==> config.mk <==
export PLATFORM = sky130hd
export DESIGN_NAME = csv_field_tokenizer
export DESIGN_NICKNAME = d
export VERILOG_FILES = /design/src/hw/rtl/csvtok_pkg.sv /design/src/hw/rtl/csv_field_tokenizer.sv /design/src/hw/rtl/csvtok_step.sv /design/src/hw/rtl/csvtok_out_queue.sv
export SDC_FILE = /design/constraint.sdc
export NUM_CORES = 1
export LEC_CHECK = 0
export ABC_AREA = 1
export BUFFER_PORTS_ARGS = -buffer_cell sky130_fd_sc_hd__clkbuf_2
export CAP_MARGIN = 30
export CORE_ASPECT_RATIO = 1.2
export CORE_MARGIN = 10
export CORE_UTILIZATION = 46
export DETAILED_ROUTE_END_ITERATION = 10
export PLACE_DENSITY = 0.62
export SYNTH_ARGS = -nofsm -noshare
export SYNTH_HDL_FRONTEND = slang
export SYNTH_SLANG_ARGS = --single-unit
==> constraint.sdc <==
create_clock -name clk -period 4.97 [get_ports clk]
set_clock_uncertainty 0.2 [all_clocks]
set_input_delay 0.994 -clock clk [delete_from_list [all_inputs] [get_ports clk]]
set_output_delay 0.994 -clock clk [all_outputs]
set_load 0.05 [all_outputs]
==> src/hw/rtl/csvtok_pkg.sv <==
// Shared types and constants for the CSV field tokenizer.
`timescale 1ns / 1ps

package csvtok_pkg;

  // Input command codes.
  localparam logic CMD_DATA = 1'b0;
  localparam logic CMD_EOI  = 1'b1;

  // Configuration register indexes.
  localparam int unsigned CFG_INDEX_W = 2;
  localparam logic [CFG_INDEX_W-1:0] REG_SEPARATOR = 2'd0;
  localparam logic [CFG_INDEX_W-1:0] REG_QUOTE     = 2'd1;
  localparam logic [CFG_INDEX_W-1:0] REG_NEWLINE   = 2'd2;

  // Reset values of the configuration registers.
  localparam logic [7:0] SEPARATOR_RESET = 8'd44;
  localparam logic [7:0] QUOTE_RESET     = 8'd34;
  localparam logic [7:0] NEWLINE_RESET   = 8'd10;

  // Parser modes, one-hot.
  typedef enum logic [4:0] {
    MODE_BETWEEN = 5'b00001,
    MODE_PLAIN   = 5'b00010,
    MODE_QUOTED  = 5'b00100,
    MODE_QSEEN   = 5'b01000,
    MODE_HALTED  = 5'b10000
  } mode_t;

  // One input item.
  typedef struct packed {
    logic       cmd;
    logic [7:0] in_byte;
  } in_item_t;

  // One result item.
  typedef struct packed {
    logic [7:0] out_char;
    logic       char_valid;
    logic       field_end;
    logic       line_end;
    logic       parse_error;
  } out_item_t;

  // Parser state carried from one byte to the next.
  typedef struct packed {
    mode_t mode;
    logic  field_has_chars;
    logic  line_has_fields;
  } parse_state_t;

  // Active delimiter bytes.
  typedef struct packed {
    logic [7:0] separator_byte;
    logic [7:0] quote_byte;
    logic [7:0] newline_byte;
  } delim_cfg_t;

  // Outcome of one parser step.
  typedef struct packed {
    parse_state_t state;
    logic         has_result;
    out_item_t    result;
  } step_out_t;

endpackage

==> src/hw/rtl/csv_field_tokenizer.sv <==
// Top level of the byte-serial CSV field tokenizer.
`timescale 1ns / 1ps

// The tokenizer takes one byte (or an end-of-input mark) per cycle and keeps
// that rate as long as results are taken: each item is registered, parsed
// combinationally by the mode decoder, and its result (if any) is written to a
// two-entry output queue, so a result is offered once its item has left the
// input register and been written to the queue. The parser state update as each
// held item advances sets the one-item-per-cycle rate. Delimiter registers may
// be changed only while the block is idle.
module csv_field_tokenizer import csvtok_pkg::*; (
  input  logic                   clk,
  input  logic                   rst,
  input  logic                   item_valid,
  output logic                   item_ready,
  input  in_item_t               item,
  output logic                   result_valid,
  input  logic                   result_ready,
  output out_item_t              result,
  input  logic                   cfg_we,
  input  logic [CFG_INDEX_W-1:0] cfg_index,
  input  logic [7:0]             cfg_data
);

  delim_cfg_t   delims;
  parse_state_t state;
  in_item_t     held_item;
  logic         held_valid;
  step_out_t    step;
  logic         q_space;
  logic         advance;

  // Configuration registers.
  always_ff @(posedge clk) begin
    if (rst) begin
      delims.separator_byte <= SEPARATOR_RESET;
      delims.quote_byte     <= QUOTE_RESET;
      delims.newline_byte   <= NEWLINE_RESET;
    end else if (cfg_we) begin
      case (cfg_index)
        REG_SEPARATOR: delims.separator_byte <= cfg_data;
        REG_QUOTE:     delims.quote_byte     <= cfg_data;
        REG_NEWLINE:   delims.newline_byte   <= cfg_data;
        default:       delims                <= delims;
      endcase
    end
  end

  // The held item moves on when its result has room or it yields none.
  assign advance    = held_valid & (~step.has_result | q_space);
  assign item_ready = ~held_valid | advance;

  // Input register.
  always_ff @(posedge clk) begin
    if (rst) begin
      held_valid <= 1'b0;
    end else if (item_ready) begin
      held_valid <= item_valid;
    end
  end

  always_ff @(posedge clk) begin
    if (item_ready & item_valid) begin
      held_item <= item;
    end
  end

  // Parser state, updated when the held item completes.
  always_ff @(posedge clk) begin
    if (rst) begin
      state.mode            <= MODE_BETWEEN;
      state.field_has_chars <= 1'b0;
      state.line_has_fields <= 1'b0;
    end else if (advance) begin
      state <= step.state;
    end
  end

  csvtok_step u_step (
    .state  (state),
    .delims (delims),
    .item   (held_item),
    .step   (step)
  );

  csvtok_out_queue u_out_queue (
    .clk          (clk),
    .rst          (rst),
    .push         (advance & step.has_result),
    .push_data    (step.result),
    .has_space    (q_space),
    .result_valid (result_valid),
    .result_ready (result_ready),
    .result       (result)
  );

endmodule

==> src/hw/rtl/csvtok_step.sv <==
// Combinational next-state and result logic for one tokenizer step.
`timescale 1ns / 1ps

module csvtok_step import csvtok_pkg::*; (
  input  parse_state_t state,
  input  delim_cfg_t   delims,
  input  in_item_t     item,
  output step_out_t    step
);

  // Close the open field, and the line too when also_line is set.
  function automatic step_out_t close_field(parse_state_t cur, logic also_line);
    step_out_t s;
    logic      fe;
    logic      lhf;
    logic      le;
    fe  = cur.field_has_chars;
    lhf = cur.line_has_fields | fe;
    le  = also_line & lhf;
    s = '0;
    s.state.mode            = MODE_BETWEEN;
    s.state.field_has_chars = 1'b0;
    s.state.line_has_fields = also_line ? 1'b0 : lhf;
    s.has_result            = fe | le;
    s.result.field_end      = fe;
    s.result.line_end       = le;
    return s;
  endfunction

  // Emit one content byte of the open field.
  function automatic step_out_t emit_char(parse_state_t cur, mode_t mode, logic [7:0] ch);
    step_out_t s;
    s = '0;
    s.state                 = cur;
    s.state.mode            = mode;
    s.state.field_has_chars = 1'b1;
    s.has_result            = 1'b1;
    s.result.out_char       = ch;
    s.result.char_valid     = 1'b1;
    return s;
  endfunction

  // Report malformed quoting and stop.
  function automatic step_out_t raise_error(parse_state_t cur);
    step_out_t s;
    s = '0;
    s.state              = cur;
    s.state.mode         = MODE_HALTED;
    s.has_result         = 1'b1;
    s.result.parse_error = 1'b1;
    return s;
  endfunction

  logic is_quote;
  logic is_newline;
  logic is_sep;

  // Byte classification against the active delimiters.
  assign is_quote   = (item.in_byte == delims.quote_byte);
  assign is_newline = (item.in_byte == delims.newline_byte);
  assign is_sep     = (item.in_byte == delims.separator_byte);

  // Mode decode; priority among coinciding delimiters follows the if order.
  always_comb begin
    step = '0;
    step.state = state;
    if (state.mode == MODE_HALTED) begin
      step.state = state;
    end else if (item.cmd == CMD_EOI) begin
      if (state.mode == MODE_QUOTED) begin
        step = raise_error(state);
      end else begin
        step = close_field(state, 1'b1);
      end
    end else begin
      case (state.mode)
        MODE_BETWEEN: begin
          if (is_quote) begin
            step.state.mode = MODE_QUOTED;
          end else if (is_newline) begin
            step = close_field(state, 1'b1);
          end else if (is_sep) begin
            step = close_field(state, 1'b0);
          end else begin
            step = emit_char(state, MODE_PLAIN, item.in_byte);
          end
        end
        MODE_PLAIN: begin
          if (is_newline) begin
            step = close_field(state, 1'b1);
          end else if (is_sep) begin
            step = close_field(state, 1'b0);
          end else begin
            step = emit_char(state, MODE_PLAIN, item.in_byte);
          end
        end
        MODE_QUOTED: begin
          if (is_quote) begin
            step.state.mode = MODE_QSEEN;
          end else begin
            step = emit_char(state, MODE_QUOTED, item.in_byte);
          end
        end
        MODE_QSEEN: begin
          if (is_quote) begin
            step = emit_char(state, MODE_QUOTED, item.in_byte);
          end else if (is_newline) begin
            step = close_field(state, 1'b1);
          end else if (is_sep) begin
            step = close_field(state, 1'b0);
          end else begin
            step = raise_error(state);
          end
        end
        default: begin
          // Unknown mode codes stop the parser silently.
          step.state.mode = MODE_HALTED;
        end
      endcase
    end
  end

endmodule

==> src/hw/rtl/csvtok_out_queue.sv <==
// Two-entry result queue that decouples the parser from the consumer.
`timescale 1ns / 1ps

module csvtok_out_queue import csvtok_pkg::*; (
  input  logic      clk,
  input  logic      rst,
  input  logic      push,
  input  out_item_t push_data,
  output logic      has_space,
  output logic      result_valid,
  input  logic      result_ready,
  output out_item_t result
);

  out_item_t   slots [2];
  logic        wr_ptr;
  logic        rd_ptr;
  logic [1:0]  count;
  logic        pop;

  assign pop          = result_valid & result_ready;
  assign has_space    = (count != 2'd2);
  assign result_valid = (count != 2'd0);
  assign result       = slots[rd_ptr];

  // Pointer and fill count.
  always_ff @(posedge clk) begin
    if (rst) begin
      wr_ptr <= 1'b0;
      rd_ptr <= 1'b0;
      count  <= 2'd0;
    end else begin
      if (push) begin
        wr_ptr <= ~wr_ptr;
      end
      if (pop) begin
        rd_ptr <= ~rd_ptr;
      end
      count <= count + {1'b0, push} - {1'b0, pop};
    end
  end

  // Result storage.
  always_ff @(posedge clk) begin
    if (push) begin
      slots[wr_ptr] <= push_data;
    end
  end

endmodule

==> impl_metrics.json, run 1 <==
{
  "required_ns": 3.78,
  "ctsResizeCount": 0,
  "yosysWarnings": 0,
  "dpl_cell_area_um2": 3570,
  "grt_pass1_wl_um": 11900,
  "worst_setup_path_start_kind": "flip-flop",
  "initial_core_util_pct": 47.6,
  "r2r_end": "u_out_queue.count[1]",
  "syn_nets": 408,
  "rsz0062_at_grt": "no",
  "crit_path_max_incr_delay_ns": 0.46,
  "worstMarginPinSlew_ns": 0.982,
  "dp.cells": 503,
  "vias": 2541,
  "rows": 33,
  "clock-root-buffer": "clkbuf_8",
  "ant_nets": 0,
  "fin_crit_sh_pct": 69.2,
  "hp-class": "reg2reg",
  "synth_most_common_cell": "nand2_1",
  "holdWs_ns": 0.255,
  "wl_met3_um": 351,
  "p_per_area_nw_per_um2": 409,
  "peakVddDrop_mv": 0.274,
  "nets": 453,
  "ys_ff_latch": 70,
  "synth_common_cells": "nand2_1 (84), nor2_1 (55), inv_1 (51)",
  "diodes": 0,
  "drt_pre_antenna_iters": 5,
  "syn_area_um2": 3280,
  "synth.area.top_cells": "edfxtp_1 (30%), dfxtp_1 (23%), nand2_1 (9.6%), nor2_1 (6.3%), inv_1 (5.8%)",
  "status": "finished, final reports clean",
  "die_area_um2": 10900,
  "grt.overflow.total": 0,
  "clock_sinks": 70,
  "post-cts-setup-buffers": 0,
  "grt_use_total_pct": 13.2,
  "gp_congestion": 0.845,
  "tns_ns": 0,
  "r2r_cells": 14,
  "postSynthCellCount": 382,
  "grt_max_degree": 34,
  "synth_top_area_share_pct": 30.2,
  "wl_met1_um": 3270,
  "portBuffers": 37,
  "period_minus_slack_ns": 3.44,
  "area_growth_pct": 14.6,
  "pre_cts_slack_ns": 1.86,
  "synth_largest_area_cell": "edfxtp_1",
  "fmax_mhz": 291,
  "finalPower_mw": 1.54,
  "cts_tree": "done",
  "finalNonFillerCells": 519,
  "finalWorstSetupSlack_ns": 1.53,
  "crit_type": "reg2out",
  "drive_above_1_share_pct": 19.0,
  "critPathMaxFanout": 7,
  "clkLatencyLatePin_ns": 0.34,
  "clk_pin_slew_ns": 0.07,
  "die_h_um": 113,
  "setup-violations-final": 0,
  "chipWidth_um": 97.1,
  "hold_buffers": 0,
  "ios": 38,
  "yosysUniqueCellTypes": 27,
  "yosysSeqAreaShare_pct": 52.8,
  "slew_viol_final": 0,
  "path_cells": "xnor2_1, nand2_1, nor2_2, nand2_4, o21ai_2, nand3_2, nand2_1, inv_1, nand3_1, clkbuf_2",
  "crit_top_cell": "nand2_1",
  "top_layer": "met4",
  "hold_violations": 0,
  "htree_levels": 3,
  "ys.flop_type": "dfxtp_1",
  "drt_iter0_drc": 101,
  "hpwlAfterDp_um": 5370,
  "drcViolationCount": 0,
  "synth_edf_count": 33,
  "reg2reg_slack_ns": 2.16,
  "p_leak_nw": 1.72,
  "rr_startpoint": "held_item[5]",
  "wl_met2_um": 3470,
  "cts_made_buffers": 9,
  "nFillCells": 644,
  "crit_slowest_cell": "edfxtp_1",
  "end_kind": "primary output",
  "async_flop_share_pct": 0,
  "crit_arrival_ns": 2.25,
  "cts_buffer_depth": 2,
  "drv_cap": 0,
  "routed_wl_um": 7180,
  "endpoint": "item_ready",
  "post-route-util_pct": 54.6,
  "grt_pass1_vias": 2556,
  "avgSynthCellArea_um2": 8.59,
  "coreArea_um2": 6900,
  "slew-limit-headroom_pct": 34.5,
  "viasPerCell": 4.90,
  "routedWlPerCell_um": 13.8,
  "startpoint": "held_item[5]",
  "antenna_found_initial": 0,
  "final_cell_area_um2": 3760
}
==> critical path: cells and delay by family, from the launching register on <==
kind / cells / cell delay, ns
AND/OR/NAND/NOR: 6 / 0.70
XOR/XNOR: 1 / 0.23
buffers and inverters: 2 / 0.35
flip-flops: 1 / 0.46
AO/OA/AOI/OAI: 1 / 0.18
==> cell type report <==
cell class,instances,area [um^2],share of cell area (%)
flip-flops and latches,70,1730,46.0
multi-input cells,253,1330,35.3
inverters,54,205,5.45
repair buffers,39,198,5.25
clock buffers,12,145,3.86
well taps,87,109,2.89
clock inverters,4,47.5,1.26
==> flip-flops by register name (all words and copies together) (netlist names), named ones only <==
name and cells:
delims 24, held_item 9, held_valid 1, u_out_queue.wr_ptr 1
u_out_queue.slots 24, state 7, u_out_queue.count 2, u_out_queue.rd_ptr 1
==> worst min path at each step <==
| stage | start | to | slack (ns) | depth (start not counted) |
|---|---|---|---|---|
| final | u_out_queue.rd_ptr | flip-flop | 0.25 | 1 |
| after global routing | u_out_queue.rd_ptr | u_out_queue.rd_ptr | 0.28 | 1 |
| after CTS | u_out_queue.rd_ptr | flip-flop | 0.26 | 1 |
| after detailed placement | u_out_queue.rd_ptr | flip-flop | 0.24 | 1 |
| after global placement | u_out_queue.rd_ptr | u_out_queue.rd_ptr | 0.24 | 1 |
| after floorplan | u_out_queue.rd_ptr | flip-flop | 0.23 | 1 |
==> routing by layer <==
layer / vias up / GRT usage [%]
met4: 0 / 4.14
met2: 49 / 22.5
met1: 1154 / 15.6
li1: 1329 / -
met3: 9 / 3.87
met5: - / 0
==> cell usage in the layout, fill, tap and decap left out, types with 2 or more instances in the layout <==
cell type and n:
nand2_4 4, dfxtp_1 37, inv_1 51, o21ai_2 2, clkinv_2 2, nand2_2 2, clkbuf_8 10, nand4_1 11
nand2_1 84, xnor2_1 15, o21ai_0 22, nor2_1 55, nor2_2 3, nor3_1 2, nand3_1 14, a21oi_1 15
clkbuf_1 2, clkbuf_2 37, inv_2 2, edfxtp_1 33, mux2_2 12, a31oi_1 2, o211ai_1 4, ha_1 2
==> power by group <==
part / internal [mW] / switching (mW)
registers: 0.657 / 0.0408
clock network: 0.244 / 0.207
logic: 0.123 / 0.265
total: 1.02 / 0.513
==> cells by family (layout without fill, tap and decap cells) <==
logic type               Yosys count  count (layout)  synth area share, %
XOR/XNOR                          16              16                 4.27
flip-flops                        70              70                 52.8
multiplexers                      12              12                 4.12
AO/OA/AOI/OAI                     45              45                 7.47
adder cells (fa/ha/maj)            2               2                0.762
buffers and inverters             59             109                 6.82
AND/OR/NAND/NOR                  178             178                 23.8
(Power assumes the default switching activity.)
==> run 2: changes to the inputs <==
==> constraint.sdc (replaced) <==
create_clock -name clk -period 3.5 [get_ports clk]
set_clock_uncertainty 0.2 [all_clocks]
set_input_delay 0.7 -clock clk [delete_from_list [all_inputs] [get_ports clk]]
set_output_delay 0.7 -clock clk [all_outputs]
set_load 0.05 [all_outputs]
==> run 2 against run 1 <==
  * Combinational power rose by 42%
  * Final area is 0.40% higher
  * First-iteration DRC count is 2.0% lower
  * Wire length is 2.9% lower
  * Non-clock buffer count grew 1
  * Global-route usage fell by 0.32 points
  * Largest power group unchanged
  * Die area is the same
  * Via count up 1.3%
  * Register-to-register slack got worse by 1.5 ns
==> impl_metrics.json, run 2 (synthesis results as in run 1) <==
{
  "hold_buffers": 0,
  "clk_pin_slew_ns": 0.07,
  "gp_congestion": 0.855,
  "antenna_found_initial": 0,
  "hold_violations": 0,
  "reg.largest.list": "delims (24), u_out_queue.slots (24), held_item (9)",
  "die_area_um2": 10900,
  "slew-limit-headroom_pct": 40.5,
  "p_comb_share_pct": 25.2,
  "layout_commonest_cell": "nand2_1",
  "routed_wl_um": 6970,
  "diodes": 0,
  "clkLatencyLatePin_ns": 0.34,
  "p_leak_nw": 1.73,
  "use_met2_pct": 21.2,
  "end_kind": "primary output",
  "grt_use_total_pct": 12.9,
  "finalPower_mw": 2.19,
  "slew_viol_final": 0,
  "setup-violations-final": 0,
  "crit_arrival_ns": 2.25,
  "crit_type": "reg2out",
  "tns_ns": 0,
  "rr_startpoint": "held_item[5]",
  "status": "finished, final reports clean",
  "nets": 454,
  "vias": 2575,
  "fin_crit_sh_pct": 90.0,
  "ant_nets": 0,
  "chipWidth_um": 97.1,
  "cts_made_buffers": 9,
  "required_ns": 2.60,
  "drcViolationCount": 0,
  "routedWlPerCell_um": 13.4,
  "ctsResizeCount": 0,
  "startpoint": "held_item[5]",
  "worstMarginPinSlew_ns": 0.891,
  "critPathMaxFanout": 7,
  "clockPowerShare_pct": 29.7,
  "pwr-share-seq_pct": 45.2,
  "clock_sinks": 70,
  "clock-root-buffer": "clkbuf_8",
  "hp-class": "reg2reg",
  "p_int_mw": 1.46,
  "p_per_area_nw_per_um2": 581,
  "drive_above_1_share_pct": 19.4,
  "min-delay-start": "u_out_queue.rd_ptr",
  "portBuffers": 37,
  "grt_pass1_wl_um": 11600,
  "fmax_mhz": 317,
  "period_minus_slack_ns": 3.15,
  "mostFrequentLayoutCells": "nand2_1 (84), nor2_1 (55), inv_1 (51)",
  "hpwlAfterDp_um": 5280,
  "peakVddDrop_mv": 0.313,
  "viasPerCell": 4.95,
  "drt_pre_antenna_iters": 4,
  "cts_buffer_depth": 2,
  "ios": 38,
  "rsz0062_at_grt": "no",
  "use_met1_pct": 15.6,
  "cts_tree": "done",
  "area_growth_pct": 15.1,
  "drt_iter0_drc": 99,
  "post-cts-setup-buffers": 0,
  "post-route-util_pct": 54.8,
  "grt_max_degree": 32,
  "worst_setup_path_start_kind": "flip-flop",
  "initial_core_util_pct": 47.6,
  "grt.overflow.total": 0,
  "power_switching_mw": 0.739,
  "die_h_um": 113,
  "coreArea_um2": 6900,
  "grt_pass1_vias": 2563,
  "use_met3_pct": 2.70,
  "swShare_pct": 33.7,
  "drv_cap": 0,
  "rows": 33,
  "htree_levels": 3,
  "gr-max-usage-layer": "met2"
}
## run 2: routing by layer
layer	share of wire, %	vias up
li1	-	1328
met1	46	1169
met2	47	64
met3	4.9	14
met4	2.1	0
met5	0	-
## run 2: layout make-up
class | instances | area (um^2)
multi-input combinational | 253 | 1330
fill | 649 | 3120
clock inverter | 6 | 60.1
inverter | 54 | 205
clock buffer | 10 | 138
sequential | 70 | 1730
tap | 87 | 109
timing repair buffer | 40 | 208
## run 2: final timing paths
path | end | slack (ns) | cells after the start
min | u_out_queue.rd_ptr | 0.26 | 1
min reg2reg | u_out_queue.rd_ptr | 0.26 | 1
max reg2reg | u_out_queue.count[1] | 0.68 | 14
max | item_ready | 0.35 | 10
## run 2: through the flow
step                setup slack, ns  hold slack [ns]  instance area, um^2  cells
CTS                           0.303            0.255                 3780    520
global route                 0.0809            0.289                 3780    520
global placement              0.696            0.236                 3580    504
finish                        0.349            0.256                 3780    520
detailed placement            0.678            0.246                 3580    504
floorplan                     0.923            0.225                 3280    382
## run 2: critical path, stage by stage (launching register included)
cell and delay [ns]:
edfxtp_1 0.47, xnor2_1 0.23, nand2_1 0.10, nor2_2 0.17
nand2_4 0.11, o21ai_2 0.17, nand3_2 0.14, nand2_1 0.08
inv_1 0.05, nand3_1 0.10, clkbuf_2 0.29
## run 2: power by group through the flow
stage	Clock [mW]	Sequential [mW]	Combinational (mW)
floorplan	0	0.984	0.450
global placement	0	1.01	0.552
detailed placement	0	1.01	0.558
CTS	0.667	0.992	0.561
global route	0.699	1.00	0.614
finish	0.651	0.991	0.552
==> run 3: changes to the inputs <==
--- a/config.mk
+++ b/config.mk
@@ -6,7 +6,7 @@
 export NUM_CORES = 1
 export LEC_CHECK = 0
 export ABC_AREA = 1
-export BUFFER_PORTS_ARGS = -buffer_cell sky130_fd_sc_hd__clkbuf_2
+export BUFFER_PORTS_ARGS = -buffer_cell sky130_fd_sc_hd__buf_2
 export CAP_MARGIN = 30
 export CORE_ASPECT_RATIO = 1.2
 export CORE_MARGIN = 10
==> run 3 against run 2 <==
  * Via count shrank 0.58%
  * Setup slack lost 0.0084 ns
  * Largest cell class unchanged
  * First-iteration DRC count grew 11%
  * Sequential share of layout area grew 0.31 points
  * Sequential power is essentially flat
  * Fmax shrank 0.27%
  * Clock power shrank 11%
  * Clock-buffer cell count shrank 1
==> impl_metrics.json, run 3 (synthesis results as in run 1) <==
{
  "gp_congestion": 0.821,
  "required_ns": 2.60,
  "drive_above_1_share_pct": 19.6,
  "r2r_end": "u_out_queue.count[1]",
  "pre_cts_slack_ns": 0.674,
  "nets": 454,
  "clock_sinks": 70,
  "clk_pin_slew_ns": 0.08,
  "reg.largest.list": "delims (24), u_out_queue.slots (24), held_item (9)",
  "drv_cap": 0,
  "drt_pre_antenna_iters": 4,
  "antenna_found_initial": 0,
  "mostFrequentLayoutCells": "nand2_1 (84), nor2_1 (55), inv_1 (51)",
  "ctsResizeCount": 0,
  "post-route-util_pct": 54.4,
  "dpl_cell_area_um2": 3580,
  "hold_depth": 1,
  "ant_nets": 0,
  "routed_wl_um": 7060,
  "slew_viol_final": 0,
  "crit_type": "reg2out",
  "portBuffers": 37,
  "coreArea_um2": 6900,
  "clkLatencyLatePin_ns": 0.35,
  "p_leak_nw": 1.71,
  "period_minus_slack_ns": 3.16,
  "worstMarginPinSlew_ns": 0.929,
  "chipWidth_um": 97.1,
  "initial_core_util_pct": 47.6,
  "cts_tree": "done",
  "cts_buffer_depth": 2,
  "final_cell_area_um2": 3750,
  "rows": 33,
  "r2r_cells": 14,
  "min-delay-start": "u_out_queue.rd_ptr",
  "setup-violations-final": 0,
  "crit_arrival_ns": 2.26,
  "post-cts-setup-buffers": 0,
  "drcViolationCount": 0,
  "die_area_um2": 10900,
  "critPathMaxFanout": 7,
  "tns_ns": 0,
  "grt_pass1_vias": 2554,
  "rr_startpoint": "held_item[5]",
  "rsz0062_at_grt": "no",
  "status": "finished, final reports clean",
  "whs_endpoint": "u_out_queue.rd_ptr",
  "holdWs_ns": 0.258,
  "reg2reg_slack_ns": 0.67,
  "grt_pass1_wl_um": 11900,
  "p_per_area_nw_per_um2": 566,
  "hold_violations": 0,
  "worst_setup_path_start_kind": "flip-flop",
  "finalWorstSetupSlack_ns": 0.341,
  "hp-class": "reg2reg",
  "hpwlAfterDp_um": 5300,
  "htree_levels": 3,
  "drt_iter0_drc": 110,
  "vias": 2560,
  "grt.overflow.total": 0,
  "layout_commonest_cell": "nand2_1",
  "end_kind": "primary output",
  "viasPerCell": 4.92,
  "ios": 38,
  "grt_max_degree": 32,
  "area_growth_pct": 14.3,
  "fmax_mhz": 317,
  "cts_made_buffers": 9,
  "routedWlPerCell_um": 13.6,
  "die_h_um": 113,
  "peakVddDrop_mv": 0.286,
  "hold_buffers": 0,
  "grt_use_total_pct": 13.2,
  "fin_crit_sh_pct": 90.3,
  "diodes": 0,
  "clock-root-buffer": "clkbuf_8",
  "slew-limit-headroom_pct": 38.0
}
## run 3: cell types whose count changed in the layout (fill, tap and decap cells not counted), sizes merged
cell / change
clkbuf: -38
buf: +37
bufinv: -1
clkinv: +1
inv: +1
## run 3: cell type report
cell class                      instances  area, um^2
Clock buffer                            9         124
Clock inverter                          7        48.8
Fill cell                             657        3140
Inverter                               54         205
Multi-Input combinational cell        253        1330
Sequential cell                        70        1730
Tap cell                               87         109
Timing Repair Buffer                   40         208
## run 3: how the worst max path moves through the flow
stage                      start                    to  slack [ns]
floorplan           held_item[5]            item_ready        0.92
global placement    held_item[5]            item_ready        0.72
detailed placement  held_item[5]  u_out_queue.count[1]        0.67
CTS                 held_item[5]            item_ready        0.30
global route        held_item[7]            item_ready        0.15
finish              held_item[5]            item_ready        0.34
## run 3: metal layers
metal	global-route usage (%)	part of all wire, %
met2	20.8	47
met3	3.50	5.1
met4	7.29	2.0
met1	16.1	46
met5	0	0
## run 3: critical path, cell delays in order, from the launching register on
cell	delay (ns)
edfxtp_1	0.45
xnor2_1	0.24
nand2_1	0.09
nor2_2	0.18
nand2_4	0.11
o21ai_2	0.18
nand3_2	0.14
nand2_1	0.09
inv_1	0.06
nand3_1	0.09
buf_2	0.28
## run 3: through the flow
step | cells | power, mW
3_5_place_dp | 504 | 1.57
2_1_floorplan | 382 | 1.43
3_3_place_gp | 504 | 1.56
6_report | 520 | 2.13
5_1_grt | 520 | 2.24
4_1_cts | 520 | 2.15
## run 3: power breakdown
| part | switching, mW | leakage [nW] | total (mW) | internal, mW |
|---|---|---|---|---|
| clock network | 0.323 | 0.0898 | 0.582 | 0.259 |
| logic | 0.376 | 1.01 | 0.553 | 0.177 |
| registers | 0.0578 | 0.615 | 0.991 | 0.933 |
| total | 0.757 | 1.71 | 2.13 | 1.37 |
